`src/hdl/keyword_occurrence_counter_defines.svh`:
```
// Assertion macros for the keyword occurrence counter's word tracker.
`ifndef KEYWORD_OCCURRENCE_COUNTER_DEFINES_SVH
`define KEYWORD_OCCURRENCE_COUNTER_DEFINES_SVH

`ifndef SYNTH
// Property checked on every clock edge outside reset.
`define KWC_ASSERT(label, prop, msg) \
    label: assert property (@(posedge clk) disable iff (!rst_n) (prop)) else $error(msg);
// Implication whose consequent is checked in the cycle after the antecedent.
`define KWC_ASSERT_NEXT(label, ante, cons, msg) \
    label: assert property (@(posedge clk) disable iff (!rst_n) (ante) |=> (cons)) \
        else $error(msg);
`else
`define KWC_ASSERT(label, prop, msg)
`define KWC_ASSERT_NEXT(label, ante, cons, msg)
`endif

`endif

```
`src/hdl/kwc_pkg.sv`:
```
// Shared constants, keyword table, types and helpers for the keyword occurrence counter.
package kwc_pkg;

    localparam int NUM_KEYS     = 9;
    localparam int MAX_WORD_LEN = 100;
    localparam int COUNT_WIDTH  = 16;
    localparam int LEN_W        = $clog2(MAX_WORD_LEN + 1);
    localparam int KEY_BYTES    = 8;
    localparam int KEY_POS_W    = $clog2(KEY_BYTES);
    localparam int KEY_LEN_W    = 4;
    localparam int INDEX_W      = 4;

    typedef logic [LEN_W-1:0]       len_t;
    typedef logic [COUNT_WIDTH-1:0] count_t;
    typedef logic [KEY_LEN_W-1:0]   key_len_t;
    typedef logic [INDEX_W-1:0]     index_t;

    localparam logic [7:0] KEY_TEXT [NUM_KEYS][KEY_BYTES] = '{
        '{"a", "u", "t", "o", 8'h00, 8'h00, 8'h00, 8'h00},
        '{"b", "r", "e", "a", "k", 8'h00, 8'h00, 8'h00},
        '{"c", "a", "s", "e", 8'h00, 8'h00, 8'h00, 8'h00},
        '{"c", "h", "a", "r", 8'h00, 8'h00, 8'h00, 8'h00},
        '{"c", "o", "n", "t", "i", "n", "u", "e"},
        '{"u", "n", "s", "i", "g", "n", "e", "d"},
        '{"v", "o", "i", "d", 8'h00, 8'h00, 8'h00, 8'h00},
        '{"v", "o", "l", "a", "t", "i", "l", "e"},
        '{"w", "h", "i", "l", "e", 8'h00, 8'h00, 8'h00}
    };

    localparam key_len_t KEY_LEN [NUM_KEYS] = '{
        4'd4, 4'd5, 4'd4, 4'd4, 4'd8, 4'd8, 4'd4, 4'd8, 4'd5
    };

    // Word tracker to cell broadcast, valid for one cycle.
    typedef struct packed {
        logic       take;      // acceptable byte is consumed
        logic       restart;   // byte starts a new word
        logic [7:0] ch;
        len_t       pos;       // position of ch within the word
        logic       close;     // pending word ends this cycle
        len_t       close_len; // word length at close
        logic       shift;     // report advances one entry
    } ctrl_t;

    function automatic logic is_word_char(input logic [7:0] c);
        logic lower, upper, digit, punct;
        lower = (c >= "a") && (c <= "z");
        upper = (c >= "A") && (c <= "Z");
        digit = (c >= "0") && (c <= "9");
        punct = (c == "_") || (c == 8'h22) || (c == "#") || (c == "/");
        return lower || upper || digit || punct;
    endfunction

endpackage

```
`src/hdl/kwc_cell.sv`:
```
// One keyword cell: its candidate match bit and its saturating occurrence counter.
module kwc_cell
(
    input  logic               clk,
    input  logic               rst_n,
    input  kwc_pkg::ctrl_t     ctrl,
    input  logic [7:0]         key_byte,
    input  kwc_pkg::key_len_t  key_len,
    input  kwc_pkg::count_t    count_in,
    output kwc_pkg::count_t    count
);

    logic            cand_reg;
    logic            cand_next;
    kwc_pkg::count_t count_reg;
    kwc_pkg::count_t count_next;
    logic            cand_eff;
    logic            cand_new;
    logic            hit;

    always_comb
    begin
        cand_eff = ctrl.restart ? 1'b1 : cand_reg;
        if (ctrl.take)
        begin
            cand_new = cand_eff && (ctrl.pos < kwc_pkg::LEN_W'(key_len))
                       && (key_byte == ctrl.ch);
        end
        else
        begin
            cand_new = cand_eff;
        end
        hit = ctrl.close && cand_new && (ctrl.close_len == kwc_pkg::LEN_W'(key_len));
    end

    always_comb
    begin
        cand_next = ctrl.close ? 1'b1 : cand_new;
        if (ctrl.shift)
        begin
            count_next = count_in;
        end
        else if (hit && (count_reg != '1))
        begin
            count_next = count_reg + kwc_pkg::COUNT_WIDTH'(1);
        end
        else
        begin
            count_next = count_reg;
        end
    end

    always_ff @(posedge clk or negedge rst_n)
    begin
        if (!rst_n)
        begin
            cand_reg  <= 1'b1;
            count_reg <= '0;
        end
        else
        begin
            cand_reg  <= cand_next;
            count_reg <= count_next;
        end
    end

    assign count = count_reg;

endmodule

```
`src/hdl/kwc_track.sv`:
```
// Word boundary tracker and report sequencer that drives the keyword cells.
`include "keyword_occurrence_counter_defines.svh"

module kwc_track
(
    input  logic              clk,
    input  logic              rst_n,
    input  logic              s_tvalid,
    output logic              s_tready,
    input  logic [7:0]        char_code,
    input  logic              end_of_input,
    output logic              m_tvalid,
    input  logic              m_tready,
    output kwc_pkg::index_t   keyword_index,
    output logic              last_entry,
    output kwc_pkg::ctrl_t    ctrl
);

    logic            in_word_reg;
    logic            in_word_next;
    kwc_pkg::len_t   len_reg;
    kwc_pkg::len_t   len_next;
    logic            report_reg;
    logic            report_next;
    kwc_pkg::index_t index_reg;
    kwc_pkg::index_t index_next;

    logic            acc;
    logic            byte_acc;
    logic            is_end;
    logic            ok;
    logic            out_acc;
    kwc_pkg::len_t   new_len;
    logic            max_hit;

    assign s_tready   = !report_reg;
    assign acc        = s_tvalid && s_tready;
    assign is_end     = acc && end_of_input;
    assign byte_acc   = acc && !end_of_input;
    assign ok         = kwc_pkg::is_word_char(char_code);
    assign m_tvalid   = report_reg;
    assign out_acc    = m_tvalid && m_tready;
    assign last_entry = (index_reg == kwc_pkg::INDEX_W'(kwc_pkg::NUM_KEYS - 1));
    assign keyword_index = index_reg;

    always_comb
    begin
        ctrl.take    = byte_acc && ok;
        ctrl.restart = !in_word_reg;
        ctrl.ch      = char_code;
        ctrl.pos     = in_word_reg ? len_reg : '0;
        new_len      = ctrl.pos + kwc_pkg::LEN_W'(1);
        max_hit      = (new_len >= kwc_pkg::LEN_W'(kwc_pkg::MAX_WORD_LEN));
        // A word closes on a separator, on end of input, or when it reaches the cap.
        ctrl.close   = (ctrl.take && max_hit)
                       || (in_word_reg && ((byte_acc && !ok) || is_end));
        ctrl.close_len = ctrl.take ? new_len : len_reg;
        ctrl.shift   = out_acc;
    end

    always_comb
    begin
        if (ctrl.take)
        begin
            in_word_next = !max_hit;
            len_next     = max_hit ? '0 : new_len;
        end
        else if (acc)
        begin
            in_word_next = 1'b0;
            len_next     = '0;
        end
        else
        begin
            in_word_next = in_word_reg;
            len_next     = len_reg;
        end
    end

    always_comb
    begin
        report_next = report_reg;
        index_next  = index_reg;
        if (is_end)
        begin
            report_next = 1'b1;
            index_next  = '0;
        end
        else if (out_acc)
        begin
            if (last_entry)
            begin
                report_next = 1'b0;
            end
            index_next = index_reg + kwc_pkg::INDEX_W'(1);
        end
    end

    always_ff @(posedge clk or negedge rst_n)
    begin
        if (!rst_n)
        begin
            in_word_reg <= 1'b0;
            len_reg     <= '0;
            report_reg  <= 1'b0;
            index_reg   <= '0;
        end
        else
        begin
            in_word_reg <= in_word_next;
            len_reg     <= len_next;
            report_reg  <= report_next;
            index_reg   <= index_next;
        end
    end

    `KWC_ASSERT(a_no_overlap, !(s_tready && m_tvalid), "input open during report")
    `KWC_ASSERT_NEXT(a_report_start, is_end, m_tvalid && (index_reg == '0), "report did not start")
    `KWC_ASSERT_NEXT(a_report_end, out_acc && last_entry, s_tready && !m_tvalid, "report did not end")
    `KWC_ASSERT(a_len_cap, len_reg < kwc_pkg::LEN_W'(kwc_pkg::MAX_WORD_LEN), "word length over cap")

endmodule

```
`src/hdl/keyword_occurrence_counter.sv`:
```
// Top level of the keyword occurrence counter: word tracker and a row of keyword cells.
//
//  channel   direction  tdata (low bit up)                        tuser / tlast
//  s_*       in         char_code[7:0]                            tuser = end_of_input
//  m_*       out        keyword_index[3:0], keyword_count[19:4]   tlast = last_entry
//
// Outside a report a byte is taken every cycle and updates each cell's match bit and counter.
// An end_of_input item closes the pending word and starts a report of one item per keyword,
// read from the first cell while the counters shift toward it and fill with zeros behind.
// s_tready is low for the whole report, which m_tready can stall.
// Reset clears the counters, the word state and the report sequencer at once.
module keyword_occurrence_counter
(
    input  logic        clk,
    input  logic        rst_n,
    input  logic        s_tvalid,
    output logic        s_tready,
    input  logic [7:0]  s_tdata,   // char_code[7:0]
    input  logic        s_tuser,   // end_of_input
    output logic        m_tvalid,
    input  logic        m_tready,
    output logic [23:0] m_tdata,   // keyword_index[3:0], keyword_count[19:4], zero pad
    output logic        m_tlast
);

    kwc_pkg::ctrl_t  ctrl;
    kwc_pkg::index_t keyword_index;
    kwc_pkg::count_t counts [kwc_pkg::NUM_KEYS + 1];

    kwc_track u_track
    (
        .clk           (clk),
        .rst_n         (rst_n),
        .s_tvalid      (s_tvalid),
        .s_tready      (s_tready),
        .char_code     (s_tdata),
        .end_of_input  (s_tuser),
        .m_tvalid      (m_tvalid),
        .m_tready      (m_tready),
        .keyword_index (keyword_index),
        .last_entry    (m_tlast),
        .ctrl          (ctrl)
    );

    // Zeros enter behind the last cell so the counters are clear after the report.
    assign counts[kwc_pkg::NUM_KEYS] = '0;

    for (genvar k = 0; k < kwc_pkg::NUM_KEYS; k++)
    begin : g_cell
        kwc_cell u_cell
        (
            .clk      (clk),
            .rst_n    (rst_n),
            .ctrl     (ctrl),
            .key_byte (kwc_pkg::KEY_TEXT[k][ctrl.pos[kwc_pkg::KEY_POS_W-1:0]]),
            .key_len  (kwc_pkg::KEY_LEN[k]),
            .count_in (counts[k + 1]),
            .count    (counts[k])
        );
    end

    assign m_tdata = {(24 - kwc_pkg::INDEX_W - kwc_pkg::COUNT_WIDTH)'(0), counts[0], keyword_index};

endmodule
```
`config.mk`:
```
export PLATFORM = sky130hd
export DESIGN_NAME = keyword_occurrence_counter
export DESIGN_NICKNAME = d
export VERILOG_FILES = /design/src/hdl/kwc_pkg.sv /design/src/hdl/kwc_cell.sv /design/src/hdl/kwc_track.sv /design/src/hdl/keyword_occurrence_counter.sv
export VERILOG_INCLUDE_DIRS = /design/src /design/src/hdl
export SDC_FILE = /design/constraint.sdc
export NUM_CORES = 1
export LEC_CHECK = 0
export BUFFER_PORTS_ARGS = -buffer_cell sky130_fd_sc_hd__buf_4
export CORE_AREA = 5 5 149 151
export CTS_BUF_LIST = sky130_fd_sc_hd__clkbuf_16
export CTS_CLUSTER_DIAMETER = 60
export DETAILED_ROUTE_END_ITERATION = 10
export DIE_AREA = 0 0 154 156
export PLACE_DENSITY = 0.71
export SLEW_MARGIN = 20
export SYNTH_ARGS = -nofsm -noshare
export SYNTH_HDL_FRONTEND = slang
export SYNTH_SLANG_ARGS = --single-unit
```
`constraint.sdc`:
```
create_clock -name clk -period 4.9 [get_ports clk]
set_clock_uncertainty 0.15 [all_clocks]
set_input_delay 0.245 -clock clk [delete_from_list [all_inputs] [get_ports clk]]
set_output_delay 0.245 -clock clk [all_outputs]
set_load 0.05 [all_outputs]
```
==> results.json, run 1 <==
{
  "status": "finished clean",
  "avgSynthCellArea_um2": 8.443,
  "largest_reg_flops": 144,
  "synth_edf_count": 0,
  "power.switching_uw": 2226,
  "ys_types": 92,
  "ir_drop_uv": 295.5,
  "swShare": 0.4216,
  "syn2layout_area_growth_pct": 7.695,
  "synth_area_um2": 11170,
  "cts-resized-gates": 0,
  "cp-start-kind": "flop",
  "synth_warnings": 0,
  "grt_max_degree": 100,
  "htreeDepth": 4,
  "max_freq_mhz": 230.9,
  "rows": 53,
  "netlist_instances": 1323,
  "max_slew.worst_pin.slew_ns": 0.9212,
  "finalCriticalPeriod_ns": 4.331,
  "endpoint_kind": "flop",
  "path_class": "reg2reg",
  "core_um2": 20690,
  "start_util": 0.5399,
  "finalWirelength_um": 27710,
  "final_nets": 1331,
  "die_y_um": 156,
  "setup_viol": 0,
  "nFillCells": 1929,
  "p_int_uw": 3054,
  "drt_iter0_drc": 814,
  "worstSkewPairLatency_ns": 0.44,
  "numCtsBuffers": 17,
  "power_uw": 5280,
  "ios": 40,
  "ant_nets": 0,
  "firstDrtPassIters": 5,
  "slew_headroom": 0.3794,
  "final_cell_mix": "169 x nand2_1, 157 x dfrtp_1, 112 x o21ai_0, 88 x nand3_1, 76 x nor2_1",
  "grt_pass1_vias": 9225,
  "rsz0062_at_grt": "no",
  "critPathMaxFanout": 12,
  "drv_cap": 0,
  "grt_pass1_wl_um": 47310,
  "hp-class": "in2reg",
  "powerDensity_nw_per_um2": 438.9,
  "antennaDiodeCount": 0,
  "dpl.hpwl_um": 18970,
  "cellLeakagePower_uw": 0.004775,
  "antenna_found_initial": 0,
  "fin_crit_sh": 0.8840,
  "setup_tns_ns": 0,
  "vias": 9669,
  "gr-total-overflow": 0,
  "final_util": 0.5814,
  "clk_pin_slew_worst_paths_ns": 0.08,
  "ys_ff_latch": 166,
  "dieArea_um2": 24020,
  "hold_violations": 0,
  "port_buffers": 35,
  "detail_route.wl_per_cell_um": 17.46,
  "final_common_cell": "nand2_1",
  "critical_path_required_ns": 5.06,
  "cp.arrival_ns": 4.49,
  "cts_tree": "built",
  "finalMaxSlewViolations": 0,
  "power.share.combinational": 0.313,
  "drive_gt1_frac": 0.1059,
  "ys_seq_area_frac": 0.3729,
  "async_flop_share": 1.000,
  "drc": 0,
  "gp_routability_congestion": 0.9187,
  "clock_sinks": 166,
  "viasPerCell": 6.093,
  "cts_root_buf": "clkbuf_16",
  "clockBufferDepth": 2,
  "p_seq_frac": 0.432,
  "clkPwrFrac": 0.256,
  "fp.dieW_um": 154,
  "synth-main-ff-cell": "dfrtp_1",
  "grt_usage": 0.2338
}
worst max-delay path, cell delays in order (launching register included):
cell and delay (ns):
dfrtp_1 0.56, nand2_1 0.32, ha_1 0.39, nand3b_1 0.29, or4_1 0.46, a211oi_2 0.27, nor4b_2 0.40, a41oi_2 0.45
nor4b_2 0.58, and2_1 0.23, o21ai_0 0.09
layout make-up:
type	instances	area, um^2	area share
Clock inverter	15	153.9	0.01279
Multi-Input combinational cell	1025	6390	0.5312
Inverter	37	138.9	0.01155
Sequential cell	166	4165	0.3463
Timing Repair Buffer	52	411.6	0.03422
Clock buffer	17	425.4	0.03537
Tap cell	275	344.1	0.02860
repair_timing:
action | CTS | global route
setup endpoints to repair | 0 | 0
hold buffers | 2 | 0
setup buffers | 0 | 0
hold endpoints to repair | 80 | 0
worst paths after layout:
path,startpoint,to,slack (ns),cells past startpoint
hold / removal,s_tvalid,u_track.len_reg[3],0.11,4
setup reg to reg,u_track.in_word_reg,g_cell[1].u_cell.count[11],0.57,10
max in group asynchronous,rst_n,g_cell[6].u_cell.count[15],3.13,3
hold reg to reg,g_cell[7].u_cell.count[10],g_cell[6].u_cell.count[10],0.35,2
min in group asynchronous,rst_n,u_track.in_word_reg,0.29,2
setup / recovery,u_track.in_word_reg,g_cell[1].u_cell.count[11],0.57,10
logic make-up (layout without fill, tap and decap cells):
kind of cell / count (synthesis) / in the layout / synth area share
and+or+nand+nor: 584 / 584 / 0.2724
other: 1 / 4 / 0.0003357
xor gates and xnor gates: 102 / 102 / 0.07998
muxes: 19 / 19 / 0.01759
adders and majority gates: 19 / 19 / 0.02128
DFF: 166 / 166 / 0.3729
buffers and inverters: 135 / 121 / 0.05713
AOI/OAI and AO/OA: 297 / 297 / 0.1783
through the flow:
stage / setup slack (ns) / instances / cell area, um^2 / hold slack [ns]
3_5_place_dp: 0.4928 / 1553 / 11420 / 0.2290
5_1_grt: 0.2022 / 1587 / 12030 / 0.1392
6_report: 0.5686 / 1587 / 12030 / 0.1108
2_1_floorplan: 1.284 / 1326 / 11180 / -0.2006
3_3_place_gp: 0.6159 / 1553 / 11420 / 0.2308
4_1_cts: 0.4642 / 1587 / 12020 / 0.1008
power by group through the flow:
stage / Combinational (uW) / Clock [uW] / Sequential (uW)
floorplan: 1310 / 0 / 2180
detailed placement: 1650 / 0 / 2290
global route: 1820 / 1440 / 2350
CTS: 1660 / 1360 / 2270
finish: 1650 / 1350 / 2280
global placement: 1630 / 0 / 2270
layer usage:
layer  global-route usage  up-vias  share of wire
met5                    0        -              0
met4              0.05719        0          0.013
met3              0.02829       32          0.042
met2               0.3679      206           0.46
met1               0.3456     4737           0.48
li1                     -     4694              -
cells in the mapped netlist (6+ instances only):
| library cell | count | share of area |
|---|---|---|
| o22ai_1 | 10 | 0.0056 |
| and2_1 | 11 | 0.0062 |
| a22oi_1 | 11 | 0.0074 |
| or2_2 | 8 | 0.0045 |
| or3_1 | 21 | 0.012 |
| a221o_1 | 9 | 0.0081 |
| nand2b_1 | 12 | 0.0067 |
| a21o_1 | 20 | 0.013 |
| nand2_1 | 170 | 0.057 |
| nor4_1 | 36 | 0.020 |
| inv_1 | 36 | 0.012 |
| nor3b_1 | 13 | 0.0087 |
| nand3_1 | 88 | 0.039 |
| nor2_1 | 76 | 0.026 |
| nand3b_1 | 6 | 0.0040 |
| xnor2_1 | 67 | 0.053 |
| dfstp_2 | 9 | 0.021 |
| o21ai_1 | 8 | 0.0036 |
| buf_4 | 21 | 0.014 |
| ha_1 | 19 | 0.021 |
| nor3_1 | 33 | 0.015 |
| dfrtp_1 | 157 | 0.35 |
| o21ai_0 | 112 | 0.050 |
| clkbuf_1 | 45 | 0.015 |
| nand4_1 | 23 | 0.013 |
| and3_1 | 44 | 0.025 |
| mux2i_1 | 14 | 0.013 |
| buf_2 | 24 | 0.011 |
| a31oi_1 | 9 | 0.0050 |
| o211ai_1 | 6 | 0.0040 |
| and4_1 | 6 | 0.0047 |
| a21oi_1 | 46 | 0.021 |
| a211o_1 | 7 | 0.0055 |
| xor2_1 | 35 | 0.027 |
Power figures use the tool's default switching activity.
==> run 2, diff against run 1 <==
--- a/config.mk
+++ b/config.mk
@@ -6,12 +6,13 @@
 export SDC_FILE = /design/constraint.sdc
 export NUM_CORES = 1
 export LEC_CHECK = 0
+export ABC_AREA = 1
 export BUFFER_PORTS_ARGS = -buffer_cell sky130_fd_sc_hd__buf_4
-export CORE_AREA = 5 5 149 151
+export CORE_AREA = 5 5 156 158
 export CTS_BUF_LIST = sky130_fd_sc_hd__clkbuf_16
 export CTS_CLUSTER_DIAMETER = 60
 export DETAILED_ROUTE_END_ITERATION = 10
-export DIE_AREA = 0 0 154 156
+export DIE_AREA = 0 0 161 163
 export PLACE_DENSITY = 0.71
 export SLEW_MARGIN = 20
 export SYNTH_ARGS = -nofsm -noshare
==> run 2 against run 1 <==
Net effect: core utilization down 1.7 points; cell count up 32%; synthesized area up 9.7%; combinational power down 18%; largest cell class unchanged; largest power group unchanged; critical endpoint is now g_cell[8].u_cell.count[3]; die area up 9.2%; count of clock-buffer cells in the layout unchanged.
==> results.json, run 2 <==
{
  "status": "finished clean",
  "ir_drop_uv": 216.5,
  "detail_route.wl_per_cell_um": 14.60,
  "cellLeakagePower_uw": 0.006461,
  "worstSkewPairLatency_ns": 0.44,
  "drc": 0,
  "synth_area_um2": 12260,
  "ant_nets": 0,
  "finalMaxSlewViolations": 0,
  "synth-main-ff-cell": "dfrtp_1",
  "hold_start": "s_tuser",
  "fp.dieW_um": 161,
  "viasPerCell": 5.457,
  "reg2reg_to": "g_cell[8].u_cell.count[3]",
  "critPathMaxFanout": 21,
  "final_common_cell": "nand2_1",
  "instances_no_fill": 2097,
  "drt_iter0_drc": 1003,
  "cp.arrival_ns": 3.92,
  "rr_startpoint": "u_track.in_word_reg",
  "die_y_um": 163,
  "holdPathStages": 5,
  "numCtsBuffers": 17,
  "grt_usage": 0.2360,
  "async_flop_share": 1.000,
  "fin_crit_sh": 0.7531,
  "synth_area_leaders": "dfrtp_1 32%, nand2_1 19%, nand3_1 10%, o21ai_0 5.9%, xor2_1 5.3%",
  "cts_root_buf": "clkbuf_16",
  "htreeDepth": 4,
  "firstDrtPassIters": 5,
  "avgSynthCellArea_um2": 6.712,
  "ys_ff_latch": 166,
  "start_util": 0.5333,
  "r2r_slack_ns": 1.21,
  "finalWirelength_um": 30610,
  "yosys-top-cells-count": "625 x nand2_1, 247 x nand3_1, 157 x dfrtp_1, 157 x inv_1, 145 x o21ai_0",
  "yosysMostFrequentCell": "nand2_1",
  "grt_pass1_wl_um": 51980,
  "core_um2": 22980,
  "setup_viol": 0,
  "ys_types": 49,
  "cts_setup_buffers": 0,
  "setup_tns_ns": 0,
  "final_nets": 1826,
  "dieArea_um2": 26240,
  "syn2layout_area_growth_pct": 5.809,
  "clock_sinks": 166,
  "finalCriticalPeriod_ns": 3.690,
  "final_area_um2": 12970,
  "cp-start-kind": "flop",
  "critical_path_required_ns": 5.13,
  "path_class": "reg2reg",
  "rr_worst_depth": 16,
  "antennaDiodeCount": 0,
  "hold_ws_ns": 0.1152,
  "powerDensity_nw_per_um2": 337.7,
  "hp-class": "in2reg",
  "hold_end": "u_track.m_tvalid",
  "rsz0062_at_grt": "no",
  "drv_cap": 0,
  "endpoint_kind": "flop",
  "gr-total-overflow": 0,
  "vias": 11440,
  "dp.cells": 2063,
  "largest_reg_flops": 144,
  "max_freq_mhz": 271.0,
  "gp_routability_congestion": 0.9222,
  "clockBufferDepth": 2,
  "dpl-instance-area_um2": 12390,
  "synth_warnings": 0,
  "max_slew.worst_pin.slew_ns": 1.047,
  "rows": 56,
  "yosysTopAreaCell": "dfrtp_1",
  "synth_edf_count": 0,
  "final_util": 0.5643,
  "drive_gt1_frac": 0.07803,
  "final_cell_mix": "624 x nand2_1, 247 x nand3_1, 158 x inv_1, 157 x dfrtp_1, 145 x o21ai_0",
  "antenna_found_initial": 0,
  "dpl.hpwl_um": 20770,
  "cts_tree": "built",
  "grt_pass1_vias": 10540,
  "grt_max_degree": 167,
  "port_buffers": 35,
  "slew_headroom": 0.3018,
  "yosys.area.top_type_share": 0.3205,
  "netlist_instances": 1826,
  "hold_violations": 0,
  "ios": 40,
  "nFillCells": 2259,
  "ys_seq_area_frac": 0.3398,
  "clk_pin_slew_worst_paths_ns": 0.07
}
run 2: cell types whose count changed in the layout (fill, tap and decap cells not counted), sizes merged, moves of 35 or more:
cell   change
nand2    +482
inv      +122
nor4      -35
xnor2     -50
and3      -43
nor2      +40
xor2      +39
nand3    +162
run 2: cells by family (layout without fill, tap and decap cells):
logic type | after synthesis | count (layout) | synth area share
XOR/XNOR | 91 | 91 | 0.06503
buffers and inverters | 261 | 239 | 0.09698
flip-flops | 166 | 166 | 0.3398
AND/OR/NAND/NOR | 1094 | 1094 | 0.3896
AO/OA/AOI/OAI | 194 | 194 | 0.08881
adder cells (fa/ha/maj) | 19 | 19 | 0.01940
other | 1 | 4 | 0.0003060
run 2: layout make-up:
class                      count  area [um^2]  area share
clock inverter                15        130.1     0.01003
multi-input combinational   1402         6922      0.5337
clock buffer                  17        425.4     0.03280
sequential                   166         4165      0.3212
inverter                     165        626.9     0.04834
tap                          290        362.8     0.02798
timing repair buffer          42        336.6     0.02595
run 2: repair_timing:
action                     in CTS  in global routing
hold endpoints to repair      158                  0
gates resized for setup         0                  0
setup endpoints to repair       0                  0
hold buffers                    2                  0
run 2: routing by layer:
layer  wire length [um]  part of all wire  global-route usage  up-vias
li1                   -                 -                   -     5789
met1              14290              0.47              0.3353     5399
met2              14760              0.48              0.3858      228
met3               1267             0.041             0.03670       27
met4                297            0.0097             0.04808        0
met5                  0                 0                   0        -
run 2: worst max path at each step:
stage / startpoint / to / slack (ns)
global route: u_track.in_word_reg / g_cell[8].u_cell.count[3] / 0.86
CTS: u_track.in_word_reg / g_cell[8].u_cell.count[3] / 1.25
floorplan: u_track.m_tvalid / g_cell[3].u_cell.count[10] / 2.09
detailed placement: u_track.in_word_reg / g_cell[8].u_cell.count[3] / 1.28
global placement: u_track.in_word_reg / g_cell[8].u_cell.count[3] / 1.47
finish: u_track.in_word_reg / g_cell[8].u_cell.count[3] / 1.21
run 2: worst max-delay path, cell delays in order, from the launching register on:
cell     delay [ns]
dfrtp_1        0.67
nand2_2        0.27
inv_1          0.29
ha_1           0.27
nand2_1        0.09
o21ai_0        0.23
nand2_1        0.14
nand3_1        0.10
nand2_1        0.06
nor2_1         0.08
nand2_1        0.06
nand2_2        0.22
nand2_1        0.10
nor2_2         0.19
nand2_2        0.27
or2_2          0.36
nand2_1        0.05
run 2: power breakdown:
part | total (uW) | switching, uW | leakage (uW) | internal, uW
combinational | 1350 | 967 | 0.00394 | 385
sequential | 1720 | 192 | 0.00225 | 1530
clock | 1300 | 602 | 0.000271 | 702
total | 4380 | 1760 | 0.00646 | 2620
run 2: per-stage QoR:
stage               total power (uW)  setup slack [ns]
floorplan                       2813             2.089
global placement                3062             1.467
detailed placement              3092             1.282
CTS                             4399             1.253
global route                    4670            0.8575
finish                          4380             1.210
